--- src/hw/rtl/mdcs_pkg.sv ---
`timescale 1ns / 1ps
// ----------------------------------------------------------------------------
// mdcs_pkg: shared types and constants for the divisor count selector
// Sequencer state type, count width and default value width.
// ----------------------------------------------------------------------------
package mdcs_pkg;

    localparam int VALUE_WIDTH_DEF = 32;
    localparam int CNT_W           = 11;
    localparam logic [CNT_W-1:0] CNT_MAX = {CNT_W{1'b1}};

    // tally increments: exact square root, ordinary divisor pair
    localparam logic [CNT_W-1:0] ADD_ROOT = CNT_W'(1);
    localparam logic [CNT_W-1:0] ADD_PAIR = CNT_W'(2);

    typedef enum logic [1:0] {
        ST_IDLE,
        ST_DIV,
        ST_CHECK,
        ST_FIN
    } t_state;

endpackage

--- src/hw/rtl/max_divisor_count_select_top.sv ---
`timescale 1ns / 1ps
// sequencing: a value of zero or below goes to the finish state; a positive n is divided by
//   1 to floor(sqrt(n)) + 1 in one shared restoring divider (one quotient bit a cycle)
// throughput: one beat at a time; the input stalls until the result is in the output register
// reset: synchronous active low, clears the sequencer, output valid and the running best
// ----------------------------------------------------------------------------
// max_divisor_count_select_top: running value with the most divisors
// Counts divisors by trial division through a bit-serial divider and keeps
// the best value of the set, larger value winning ties.
// ----------------------------------------------------------------------------
module max_divisor_count_select_top #(
    parameter int VALUE_WIDTH = mdcs_pkg::VALUE_WIDTH_DEF
) (
    input  logic                          i_clk,
    input  logic                          i_rst_n,
    input  logic                          i_in_valid,
    output logic                          o_in_stall,
    input  logic signed [VALUE_WIDTH-1:0] i_value,
    input  logic                          i_last,
    output logic                          o_out_valid,
    input  logic                          i_out_stall,
    output logic [mdcs_pkg::CNT_W-1:0]    o_item_divisors,
    output logic signed [VALUE_WIDTH-1:0] o_best_value,
    output logic [mdcs_pkg::CNT_W-1:0]    o_best_divisors,
    output logic                          o_set_done
);

    localparam int W  = VALUE_WIDTH;
    localparam int DW = VALUE_WIDTH / 2 + 1;
    localparam int BW = $clog2(VALUE_WIDTH);
    localparam int CW = mdcs_pkg::CNT_W;

    mdcs_pkg::t_state r_state, n_state;

    logic signed [W-1:0] r_val, n_val;
    logic                r_last, n_last;
    logic [DW-1:0]       r_div, n_div;
    logic [CW-1:0]       r_tally, n_tally;
    logic [W-1:0]        r_dvd, n_dvd;
    logic [W-1:0]        r_quo, n_quo;
    logic [DW-1:0]       r_rem, n_rem;
    logic [BW-1:0]       r_bit, n_bit;

    logic signed [W-1:0] r_best_val, n_best_val;
    logic [CW-1:0]       r_best_cnt, n_best_cnt;
    logic                r_have_best, n_have_best;

    logic                r_out_valid, n_out_valid;
    logic [CW-1:0]       r_out_item, n_out_item;
    logic signed [W-1:0] r_out_best, n_out_best;
    logic [CW-1:0]       r_out_cnt, n_out_cnt;
    logic                r_out_done, n_out_done;

    logic [DW:0]   trial;
    logic [DW:0]   diff;
    logic          ge;
    logic [W-1:0]  div_ext;
    logic [CW:0]   sum;
    logic [CW-1:0] add;
    logic          out_free;
    logic          take;
    logic          positive;

    always_ff @(posedge i_clk) begin
        if (!i_rst_n) begin
            r_state     <= mdcs_pkg::ST_IDLE;
            r_out_valid <= 1'b0;
            r_have_best <= 1'b0;
            r_best_val  <= '0;
            r_best_cnt  <= '0;
        end else begin
            r_state     <= n_state;
            r_out_valid <= n_out_valid;
            r_have_best <= n_have_best;
            r_best_val  <= n_best_val;
            r_best_cnt  <= n_best_cnt;
        end
    end

    always_ff @(posedge i_clk) begin
        r_val      <= n_val;
        r_last     <= n_last;
        r_div      <= n_div;
        r_tally    <= n_tally;
        r_dvd      <= n_dvd;
        r_quo      <= n_quo;
        r_rem      <= n_rem;
        r_bit      <= n_bit;
        r_out_item <= n_out_item;
        r_out_best <= n_out_best;
        r_out_cnt  <= n_out_cnt;
        r_out_done <= n_out_done;
    end

    // restoring divider step, one quotient bit per cycle
    assign trial   = {r_rem, r_dvd[W-1]};
    assign diff    = trial - {1'b0, r_div};
    assign ge      = (trial >= {1'b0, r_div});
    assign div_ext = {{(W-DW){1'b0}}, r_div};
    assign add     = (r_quo == div_ext) ? mdcs_pkg::ADD_ROOT : mdcs_pkg::ADD_PAIR;
    assign sum     = {1'b0, r_tally} + {1'b0, add};

    assign out_free = !r_out_valid || !i_out_stall;
    assign positive = !i_value[W-1] && (i_value != '0);

    assign take = !r_have_best || (r_tally > r_best_cnt)
               || ((r_tally == r_best_cnt) && (r_val > r_best_val));

    always_comb begin
        n_state     = r_state;
        n_val       = r_val;
        n_last      = r_last;
        n_div       = r_div;
        n_tally     = r_tally;
        n_dvd       = r_dvd;
        n_quo       = r_quo;
        n_rem       = r_rem;
        n_bit       = r_bit;
        n_best_val  = r_best_val;
        n_best_cnt  = r_best_cnt;
        n_have_best = r_have_best;
        n_out_valid = r_out_valid && i_out_stall;
        n_out_item  = r_out_item;
        n_out_best  = r_out_best;
        n_out_cnt   = r_out_cnt;
        n_out_done  = r_out_done;
        o_in_stall  = 1'b1;

        case (r_state)
            mdcs_pkg::ST_IDLE: begin
                o_in_stall = 1'b0;
                if (i_in_valid) begin
                    n_val   = i_value;
                    n_last  = i_last;
                    n_div   = DW'(1);
                    n_tally = '0;
                    n_dvd   = i_value;
                    n_quo   = '0;
                    n_rem   = '0;
                    n_bit   = BW'(W - 1);
                    n_state = positive ? mdcs_pkg::ST_DIV : mdcs_pkg::ST_FIN;
                end
            end
            mdcs_pkg::ST_DIV: begin
                n_dvd = {r_dvd[W-2:0], 1'b0};
                n_quo = {r_quo[W-2:0], ge};
                n_rem = ge ? diff[DW-1:0] : trial[DW-1:0];
                n_bit = r_bit - BW'(1);
                if (r_bit == '0) begin
                    n_state = mdcs_pkg::ST_CHECK;
                end
            end
            mdcs_pkg::ST_CHECK: begin
                if (div_ext > r_quo) begin
                    n_state = mdcs_pkg::ST_FIN;
                end else begin
                    if (r_rem == '0) begin
                        n_tally = sum[CW] ? mdcs_pkg::CNT_MAX : sum[CW-1:0];
                    end
                    n_div   = r_div + DW'(1);
                    n_dvd   = r_val;
                    n_quo   = '0;
                    n_rem   = '0;
                    n_bit   = BW'(W - 1);
                    n_state = mdcs_pkg::ST_DIV;
                end
            end
            mdcs_pkg::ST_FIN: begin
                if (out_free) begin
                    n_out_valid = 1'b1;
                    n_out_item  = r_tally;
                    n_out_done  = r_last;
                    n_out_best  = take ? r_val : r_best_val;
                    n_out_cnt   = take ? r_tally : r_best_cnt;
                    if (r_last) begin
                        n_have_best = 1'b0;
                        n_best_val  = '0;
                        n_best_cnt  = '0;
                    end else if (take) begin
                        n_have_best = 1'b1;
                        n_best_val  = r_val;
                        n_best_cnt  = r_tally;
                    end
                    n_state = mdcs_pkg::ST_IDLE;
                end
            end
            default: begin
                n_state = mdcs_pkg::ST_IDLE;
            end
        endcase
    end

    assign o_out_valid     = r_out_valid;
    assign o_item_divisors = r_out_item;
    assign o_best_value    = r_out_best;
    assign o_best_divisors = r_out_cnt;
    assign o_set_done      = r_out_done;

`ifndef NO_ASSERTIONS
    a_best_covers_item: assert property (@(posedge i_clk) disable iff (!i_rst_n)
        o_out_valid |-> (o_best_divisors >= o_item_divisors))
        else $error("best count below item count");

    a_no_zero_divisor: assert property (@(posedge i_clk) disable iff (!i_rst_n)
        (r_state == mdcs_pkg::ST_DIV) |-> (r_div != '0))
        else $error("trial divisor is zero");

    a_set_clears: assert property (@(posedge i_clk) disable iff (!i_rst_n)
        (r_state == mdcs_pkg::ST_FIN && out_free && r_last) |=> !r_have_best)
        else $error("best not cleared after last beat");

    a_nonpos_zero: assert property (@(posedge i_clk) disable iff (!i_rst_n)
        (r_state == mdcs_pkg::ST_FIN && !(r_val > 0)) |-> (r_tally == '0))
        else $error("non-positive value with divisors");
`endif

endmodule
--- config.mk ---
export PLATFORM = sky130hd
export DESIGN_NAME = max_divisor_count_select_top
export DESIGN_NICKNAME = d
export VERILOG_FILES = /design/src/hw/rtl/mdcs_pkg.sv /design/src/hw/rtl/max_divisor_count_select_top.sv
export SDC_FILE = /design/constraint.sdc
export NUM_CORES = 1
export LEC_CHECK = 0
export BUFFER_PORTS_ARGS = -buffer_cell sky130_fd_sc_hd__buf_4
export CAP_MARGIN = 40
export CELL_PAD_IN_SITES_DETAIL_PLACEMENT = 0
export CELL_PAD_IN_SITES_GLOBAL_PLACEMENT = 1
export CORE_ASPECT_RATIO = 0.5
export CORE_MARGIN = 2
export CORE_UTILIZATION = 44
export DETAILED_ROUTE_END_ITERATION = 10
export PLACE_DENSITY = 0.85
export SETUP_SLACK_MARGIN = 0.3
export SYNTH_ARGS = -nofsm -noshare
export SYNTH_HDL_FRONTEND = slang
export SYNTH_SLANG_ARGS = --single-unit
--- constraint.sdc ---
create_clock -name i_clk -period 5.4 [get_ports i_clk]
set_input_delay 0.27 -clock i_clk [delete_from_list [all_inputs] [get_ports i_clk]]
set_output_delay 0.27 -clock i_clk [all_outputs]
set_load 0.05 [all_outputs]
==> impl_metrics.py, run 1 <==
metrics = {
    "setup_path": {
        "required_ps": 5880,
        "critPathCaptureType": "flip-flop",
        "crit_type": "reg -> reg",
        "timing.rr.start": "r_tally[10]$_SDFFCE_PN0P_",
        "start_kind": "flip-flop",
        "r2r_cells": 9,
        "reg2reg_slack_ps": 1590,
        "cp_slowest_cell": "o21ai_4",
        "crit_chain": "ha_1 -> nand4_1 -> nor4_1 -> o21a_1 -> o21ai_0 -> o21ai_4 -> and3_1 -> buf_4 -> a22o_1",
        "r2r_end": "r_best_val[26]$_SDFFE_PN0P_",
        "path_max_fanout": 34,
        "slowest_delay_ps": 630,
        "cp_data_arrival_time_ps": 4280,
    },
    "min_path": {
        "min_path_cells": 3,
        "hold_end": "o_out_valid$_SDFF_PN0_",
        "hold_path.startpoint": "i_out_stall",
        "min-delay-path-class": "in -> reg",
    },
    "final_layout": {
        "syn_to_final_growth_pct": 18.4,
        "layout.nets": 1383,
        "drive_gt1_share_pct": 13.1,
        "n_antenna_cell": 0,
    },
    "sta": {
        "hold_violations": 0,
        "setup_viol": 0,
        "tightest_slew_ps": 789,
        "rsz0062_at_grt": "false",
        "timing.fmax_mhz": 263,
        "fin_setup_tns_ps": 0,
        "fin_crit_sh_pct": 70.5,
        "slew_headroom_pct": 47.3,
        "slew_viol_final": 0,
        "period_needed_ps": 3810,
        "skew_ps": 22.7,
        "holdWs_ps": 172,
    },
    "power_and_ir_drop": {
        "seqPwrFrac_pct": 40.3,
        "p_int_mw": 5.02,
        "irDropWorstVdd_v": 0.000270,
        "power_switching_mw": 3.13,
        "leakagePower_nw": 5.63,
        "p_clk_share_pct": 20.4,
        "netSwitchingFraction_pct": 38.4,
        "power.density_mw_per_mm2": 555,
        "report.power.total_mw": 8.15,
        "pwr-share-comb_pct": 39.3,
    },
    "clocking": {
        "cts.sinks": 249,
        "cts_resized": 0,
        "cts_root_buf": "clkbuf_16",
        "cts_tree": "yes",
        "h-tree-depth": 1,
        "clock_latency_ps": 540,
        "max-clock-path-buffers": 3,
        "path_clk_slew_ps": 70,
        "cts_made_buffers": 24,
    },
    "synth": {
        "ys_seq_elements": 249,
        "synth_cells": 1139,
        "avgSynthCellArea_um2": 10.9,
        "synth.most_common_cell": "edfxtp_1",
        "yosysTopAreaCellShare_pct": 48.9,
        "synth_area_mm2": 0.0124,
        "ys.flop_type": "edfxtp_1",
        "synth_edf_count": 202,
        "synth_top_area_cell": "edfxtp_1",
        "synth-async-reset-ratio_pct": 0,
        "seq_area_frac_synth_pct": 56.5,
        "synth_top_cells_by_area": "edfxtp_1, ha_1, dfxtp_1",
        "ys_top_cells_by_count": "edfxtp_1, nand2_1, nor2_1",
        "yosys_warnings": 0,
        "syn_nets": 1264,
        "synth_cell_type_count": 61,
    },
    "grt": {
        "grt_max_degree": 60,
        "grt_pass1_wl_um": 46400,
        "first_global_vias": 9093,
        "track_usage_pct": 19.5,
        "grt-ovfl-total": 0,
        "antenna_found_initial": 0,
    },
    "floorplan": {
        "initial_core_util_pct": 44.8,
        "dieHeight_um": 123,
        "die_w_um": 242,
        "dieArea_mm2": 0.0296,
        "core_area_mm2": 0.0277,
        "rows": 43,
        "ios": 94,
    },
    "detailed_routing": {
        "drt-met1-wl_um": 13100,
        "drt_first_iter_violations": 648,
        "vias_per_cell": 5.44,
        "maxUsedRoutingLayer": "met4",
        "via_count": 9017,
        "met3_wirelength_um": 1270,
        "wl_per_cell_um": 17.6,
        "wl_um": 29200,
        "ant_nets": 0,
        "met2_length_um": 14000,
        "firstDrtPassIters": 5,
        "remaining_drc_errors": 0,
    },
    "outcome": {
        "status": "finished, final reports clean",
    },
    "job": {
        "drv_cap": 0,
    },
    "placement": {
        "gp_routability_congestion": 0.852,
        "port_buffers": 93,
        "hpwl_um": 19900,
    },
}
-- timing repair --
action | CTS | global route
endpoints found under the hold margin | 34 | 0
hold buffers | 34 | 0
setup buffers | 0 | 0
-- worst max-delay path, delay by kind of cell (launching register included) --
kind	cells	cell delay (ps)
AND/OR/NAND/NOR	3	1200
AO/OA/AOI/OAI	4	1210
flip-flops	1	500
adder cells (fa/ha/maj)	1	380
buffers and inverters	1	450
-- layer usage --
metal  global-route usage [%]  vias up
met3                     3.11       56
li1                         -     4400
met2                     33.8      225
met4                     6.72        0
met5                        0        -
met1                     25.2     4336
-- layout by cell type, fill, tap and decap left out, types with 4 or more instances in the layout --
master and count:
xor2_1 6, a21o_1 5, ha_1 84, nor2_1 101, nand2_1 108, nor2b_1 9
o21ai_0 72, nand4_1 21, dfxtp_1 47, nand3_1 23, buf_4 104, or3_1 5
nor3_1 8, clkbuf_8 5, a22o_1 43, and2_1 19, mux2i_1 4, clkbuf_16 24
nor4_1 15, xnor2_1 22, a211oi_1 5, clkbuf_1 4, dlygate4sd3_1 34, inv_1 98
o211ai_1 4, clkinv_2 5, or2_2 6, a21oi_1 78, a31oi_1 5, edfxtp_1 202
o21a_1 9, a22oi_1 31, and3_1 6
-- how the worst max path moves through the flow --
| stage | slack, ps | endpoint | from |
|---|---|---|---|
| after floorplan | 890 | r_bit[0]$_SDFFCE_PP1P_ | r_div[2]$_SDFFCE_PN0P_ |
| after global placement | 1770 | r_best_val[14]$_SDFFE_PN0P_ | r_tally[10]$_SDFFCE_PN0P_ |
| after detailed placement | 1630 | r_best_val[26]$_SDFFE_PN0P_ | r_tally[10]$_SDFFCE_PN0P_ |
| after CTS | 1630 | r_best_val[17]$_SDFFE_PN0P_ | r_tally[10]$_SDFFCE_PN0P_ |
| after global routing | 1330 | r_best_val[26]$_SDFFE_PN0P_ | r_tally[4]$_SDFFCE_PN0P_ |
| final | 1590 | r_best_val[26]$_SDFFE_PN0P_ | r_tally[10]$_SDFFCE_PN0P_ |
-- sequential cells by signal (all words and copies together) (netlist names), 17 cells and up --
| name | flops |
|---|---|
| r_quo | 32 |
| r_div | 17 |
| r_best_val | 32 |
| r_dvd | 32 |
| o_best_value | 32 |
| r_rem | 17 |
| r_val | 32 |
-- logic make-up after synthesis --
| kind of cell | share of synthesized area, % |
|---|---|
| AO/OA/AOI/OAI | 14.8 |
| XOR/XNOR | 1.98 |
| adder cells (fa/ha/maj) | 8.99 |
| buffers and inverters | 4.60 |
| flip-flops | 56.5 |
| multiplexers | 0.595 |
| AND/OR/NAND/NOR | 12.6 |
-- final cells by class --
cell class	count	area, um2
Fill cell	2360	13000
Sequential cell	249	7010
Multi-Input combinational cell	742	4870
Timing Repair Buffer	143	1200
Clock buffer	33	684
Tap cell	382	478
Inverter	98	368
Clock inverter	11	91.3
-- metrics by stage --
stage / worst slack (ps) / instance area (um2) / util [%] / std cells
5_1_grt: 1330 / 14700 / 53.0 / 1658
4_1_cts: 1630 / 14700 / 53.0 / 1658
6_report: 1590 / 14700 / 53.0 / 1658
3_5_place_dp: 1630 / 13600 / 49.0 / 1580
2_1_floorplan: 892 / 12400 / - / 1139
3_3_place_gp: 1770 / 13500 / 48.8 / 1575
-- power by group through the flow --
stage	Clock, mW	Combinational, mW	Sequential (mW)
after global placement	0	3.02	3.30
after floorplan	0	2.21	3.35
after CTS	1.69	3.20	3.28
after detailed placement	0	3.15	3.31
final	1.67	3.20	3.28
after global routing	1.77	3.61	3.35
Power figures use the tool's default switching activity.
==> run 2: changes to the inputs <==
- CORE_UTILIZATION: 44 -> 48
- PLACE_DENSITY: 0.85 -> 0.87
- clock period: 5.4 -> 3.7 ns (I/O delays scaled with it)
==> run 2 against run 1 <==
First-iteration DRC count up 20%; clock skew up 3.8 ps; power up 48%; register-to-register slack worse by 1100 ps; sequential cell count unchanged; critical path depth up 1.
==> impl_metrics.py, run 2 (synthesis gave the netlist of run 1 again) <==
metrics = {
    "final_layout": {
        "drive_gt1_share_pct": 13.8,
        "final_common_cell": "edfxtp_1",
        "final_cell_mix": "edfxtp_1, buf_4, nand2_1",
        "n_antenna_cell": 0,
        "finalInstanceArea_mm2": 0.0147,
        "fin_cells": 1626,
        "syn_to_final_growth_pct": 18.5,
        "layout.nets": 1390,
    },
    "floorplan": {
        "dieArea_mm2": 0.0272,
        "dieHeight_um": 118,
        "initial_core_util_pct": 49.1,
        "core_area_mm2": 0.0253,
        "ios": 94,
        "die_w_um": 231,
        "rows": 41,
    },
    "placement": {
        "hpwl_um": 19600,
        "gp_routability_congestion": 0.888,
        "post-place-ws_ps": 363,
        "dpl.cell_count": 1550,
        "placed_area_mm2": 0.0136,
        "port_buffers": 93,
    },
    "power_and_ir_drop": {
        "seqPwrFrac_pct": 39.3,
        "netSwitchingFraction_pct": 38.1,
        "p_clk_share_pct": 21.1,
        "irDropWorstVdd_v": 0.000419,
        "report.power.total_mw": 12.1,
        "pwr-share-comb_pct": 39.7,
        "leakagePower_nw": 5.66,
        "power.density_mw_per_mm2": 820,
        "power_switching_mw": 4.60,
        "p_int_mw": 7.46,
    },
    "sta": {
        "slew_viol_final": 0,
        "timing.fmax_mhz": 309,
        "tightest_slew_ps": 774,
        "setup_slack_ps": 466,
        "setup_viol": 0,
        "period_needed_ps": 3230,
        "rsz0062_at_grt": "false",
        "fin_crit_sh_pct": 87.4,
        "fin_setup_tns_ps": 0,
        "hold_violations": 0,
        "slew_headroom_pct": 48.4,
        "skew_ps": 26.6,
    },
    "min_path": {
        "hold_path.startpoint": "i_out_stall",
        "min-delay-path-class": "in -> reg",
        "min_path_cells": 3,
        "hold_end": "o_out_valid$_SDFF_PN0_",
    },
    "detailed_routing": {
        "wl_per_cell_um": 17.8,
        "wl_um": 28900,
        "via_count": 9170,
        "ant_nets": 0,
        "drt_first_iter_violations": 777,
        "vias_per_cell": 5.64,
        "firstDrtPassIters": 5,
        "remaining_drc_errors": 0,
    },
    "clocking": {
        "clock_latency_ps": 540,
        "path_clk_slew_ps": 70,
        "h-tree-depth": 1,
        "cts_root_buf": "clkbuf_16",
        "cts.sinks": 249,
        "max-clock-path-buffers": 3,
        "cts_tree": "yes",
        "cts_made_buffers": 23,
    },
    "setup_path": {
        "cp_data_arrival_time_ps": 3660,
        "crit_start": "r_val[19]$_DFFE_PP_",
        "path_max_fanout": 17,
        "critPathCaptureType": "flip-flop",
        "r2r_cells": 10,
        "crit_type": "reg -> reg",
        "reg2reg_slack_ps": 470,
        "start_kind": "flip-flop",
        "required_ps": 4120,
        "timing.rr.start": "r_val[19]$_DFFE_PP_",
        "r2r_end": "r_best_val[6]$_SDFFE_PN0P_",
    },
    "grt": {
        "grt_pass1_wl_um": 46000,
        "grt-ovfl-total": 0,
        "track_usage_pct": 20.9,
        "antenna_found_initial": 0,
        "first_global_vias": 9051,
        "grt_max_degree": 85,
    },
    "job": {
        "drv_cap": 0,
    },
    "outcome": {
        "status": "finished, final reports clean",
    },
}
==> run 2: power by group through the flow <==
stage,sequential [mW],clock [mW],combinational [mW]
finish,4.73,2.54,4.78
global route,4.82,2.68,5.31
CTS,4.73,2.57,4.75
detailed placement,4.77,0,4.68
global placement,4.75,0,4.56
floorplan,4.88,0,3.23
==> run 2: worst max path at each step <==
stage	endpoint	slack [ps]	depth (start not counted)
final	r_best_val[6]$_SDFFE_PN0P_	470	10
after global routing	o_best_divisors[0]$_DFFE_PP_	300	8
after CTS	r_rem[16]$_SDFFCE_PP0P_	350	10
after detailed placement	o_best_value[0]$_DFFE_PP_	360	8
after global placement	o_best_value[0]$_DFFE_PP_	430	8
after floorplan	r_bit[0]$_SDFFCE_PP1P_	290	9
==> run 2: cell type report <==
| type | count | area (um2) |
|---|---|---|
| tap | 344 | 430 |
| clock buffer | 29 | 618 |
| inverter | 98 | 368 |
| clock inverter | 13 | 175 |
| fill | 2081 | 10600 |
| sequential | 249 | 7010 |
| multi-input combinational | 742 | 4870 |
| timing repair buffer | 151 | 1230 |
==> run 2: what timing repair did <==
action                                  CTS  global route
hold buffers                             34             0
setup buffers                             0             0
resized for setup                         0             4
endpoints found under the setup margin    0            68
hold endpoints to repair                 41             0
==> run 2: metal layers <==
metal	wire (um)	GRT usage [%]	vias to the layer above
met4	750	5.81	0
met1	12800	28.3	4455
met3	1600	3.56	57
met2	13700	34.7	261
li1	-	-	4397
met5	0	0	-
==> run 2: through the flow <==
step	hold slack (ps)	util, %
after floorplan	284	-
after global placement	386	53.6
after detailed placement	386	53.6
after CTS	111	58.1
after global routing	130	58.2
final	105	58.2
==> run 2: worst max-delay path: stages, from the launching register on <==
cell	delay [ps]
edfxtp_1	440
ha_1	340
a21oi_1	150
o21ai_0	190
a311oi_1	440
nand4b_1	160
o21ai_0	440
o21ai_4	100
and3_2	350
buf_4	260
a22o_1	250
==> run 3: changes to the inputs <==
- CTS_BUF_LIST: unset -> sky130_fd_sc_hd__clkbuf_16
==> run 3 against run 2 <==
Register-to-register slack barely moved; count of clock-buffer cells in the layout fell by 6; critical path depth did not move; global-route usage barely moved; clock skew rose by 0.82 ps; clock power fell by 2%; critical path type unchanged; largest power group unchanged.
==> impl_metrics.py, run 3 (synthesis gave the netlist of run 1 again) <==
metrics = {
    "final_layout": {
        "final_common_cell": "edfxtp_1",
        "layout.nets": 1390,
        "fillers": 2085,
        "fin_util_pct": 58.1,
        "syn_to_final_growth_pct": 18.3,
        "n_antenna_cell": 0,
        "finalInstanceArea_mm2": 0.0147,
        "final_cell_mix": "edfxtp_1, buf_4, nand2_1",
        "drive_gt1_share_pct": 13.7,
    },
    "clocking": {
        "h-tree-depth": 1,
        "cts.sinks": 249,
        "cts_tree": "yes",
        "max-clock-path-buffers": 3,
        "cts_root_buf": "clkbuf_16",
        "cts_made_buffers": 23,
        "path_clk_slew_ps": 70,
        "post-cts-setup-buffers": 0,
        "clock_latency_ps": 540,
    },
    "floorplan": {
        "dieHeight_um": 118,
        "die_w_um": 231,
        "ios": 94,
        "initial_core_util_pct": 49.1,
        "rows": 41,
        "core_area_mm2": 0.0253,
        "dieArea_mm2": 0.0272,
    },
    "setup_path": {
        "path_delay_family": "compound AO/OA/AOI/OAI gates",
        "required_ps": 4120,
        "crit_chain": "ha_1 -> a21oi_1 -> o21ai_0 -> a311oi_1 -> nand4b_1 -> o21ai_0 -> o21ai_4 -> and3_2 -> buf_4 -> a22o_1",
        "critPathCaptureType": "flip-flop",
        "slowest_delay_ps": 440,
        "start_kind": "flip-flop",
        "crit_cells": 10,
        "timing.rr.start": "r_val[19]$_DFFE_PP_",
        "cp_slowest_cell": "edfxtp_1",
        "r2r_end": "r_best_val[17]$_SDFFE_PN0P_",
        "cp_data_arrival_time_ps": 3660,
        "cpMostUsedCell": "o21ai_0",
        "path_max_fanout": 17,
        "r2r_cells": 10,
        "crit_type": "reg -> reg",
        "reg2reg_slack_ps": 460,
        "worstPathBufferInverterCount": 1,
    },
    "detailed_routing": {
        "remaining_drc_errors": 0,
        "drt_first_iter_violations": 780,
        "wl_per_cell_um": 17.8,
        "via_count": 9177,
        "firstDrtPassIters": 5,
        "ant_nets": 0,
        "wl_um": 29000,
        "vias_per_cell": 5.64,
    },
    "job": {
        "drv_cap": 0,
    },
    "min_path": {
        "hold_path.startpoint": "i_out_stall",
        "hold_end": "o_out_valid$_SDFF_PN0_",
        "min_path_cells": 3,
        "min-delay-path-class": "in -> reg",
    },
    "sta": {
        "setup_viol": 0,
        "fin_crit_sh_pct": 87.4,
        "rsz0062_at_grt": "false",
        "skew_ps": 27.4,
        "fin_setup_tns_ps": 0,
        "period_needed_ps": 3240,
        "slew_headroom_pct": 48.2,
        "setup_slack_ps": 465,
        "hold_violations": 0,
        "holdWs_ps": 103,
        "slew_viol_final": 0,
        "tightest_slew_ps": 777,
        "timing.fmax_mhz": 309,
    },
    "outcome": {
        "status": "finished, final reports clean",
    },
    "placement": {
        "placed_area_mm2": 0.0136,
        "gp_routability_congestion": 0.888,
        "port_buffers": 93,
        "post-place-ws_ps": 363,
        "hpwl_um": 19600,
    },
    "power_and_ir_drop": {
        "power.density_mw_per_mm2": 818,
        "leakagePower_nw": 5.66,
        "irDropWorstVdd_v": 0.000420,
    },
    "grt": {
        "grt_max_degree": 85,
        "grt_pass1_wl_um": 46100,
        "first_global_vias": 9046,
        "grt-ovfl-total": 0,
        "track_usage_pct": 20.9,
        "antenna_found_initial": 0,
    },
}
run 3: cell type report:
class | count | area, um2 | area share [%]
Timing Repair Buffer | 151 | 1230 | 8.41
Multi-Input combinational cell | 742 | 4870 | 33.2
Inverter | 98 | 368 | 2.50
Sequential cell | 249 | 7010 | 47.7
Tap cell | 344 | 430 | 2.93
Clock inverter | 19 | 198 | 1.35
Clock buffer | 23 | 576 | 3.92
run 3: how the worst max path moves through the flow:
stage / start / slack [ps] / endpoint
finish: r_val[19]$_DFFE_PP_ / 460 / r_best_val[17]$_SDFFE_PN0P_
global route: r_tally[9]$_SDFFCE_PN0P_ / 300 / o_best_divisors[0]$_DFFE_PP_
CTS: r_div[0]$_SDFFCE_PN1P_ / 350 / r_rem[16]$_SDFFCE_PP0P_
detailed placement: r_tally[9]$_SDFFCE_PN0P_ / 360 / o_best_value[0]$_DFFE_PP_
global placement: r_tally[9]$_SDFFCE_PN0P_ / 430 / o_best_value[0]$_DFFE_PP_
floorplan: r_div[2]$_SDFFCE_PN0P_ / 290 / r_bit[0]$_SDFFCE_PP1P_
run 3: where the power goes:
part | internal, mW | switching (mW) | leakage, nW
registers | 4.19 | 0.545 | 2.36
clock network | 1.42 | 1.07 | 0.387
logic | 1.80 | 2.98 | 2.92
total | 7.41 | 4.60 | 5.66
run 3: repair_timing:
| action | in CTS | in global routing |
|---|---|---|
| hold buffers | 34 | 0 |
| resized for setup | 0 | 4 |
| endpoints found under the hold margin | 41 | 0 |
| endpoints found under the setup margin | 0 | 68 |
run 3: per-stage QoR:
step | total power, mW | std cells
after global routing | 12.8 | 1626
after floorplan | 8.11 | 1139
after detailed placement | 9.46 | 1550
final | 12.0 | 1626
after CTS | 12.0 | 1626
after global placement | 9.31 | 1549
run 3: worst reg2reg max path, cell delays in order (launching register included):
cell and delay [ps]:
edfxtp_1 440, ha_1 340, a21oi_1 150, o21ai_0 200, a311oi_1 440, nand4b_1 160
o21ai_0 440, o21ai_4 100, and3_2 350, buf_4 250, a22o_1 250
run 3: metal layers:
layer  track usage [%]  up-vias  wire (um)
li1                  -     4396          -
met1              28.4     4432      12800
met2              34.7      288      13600
met3              3.56       61       1750
met4              5.81        0        769
met5                 0        -          0
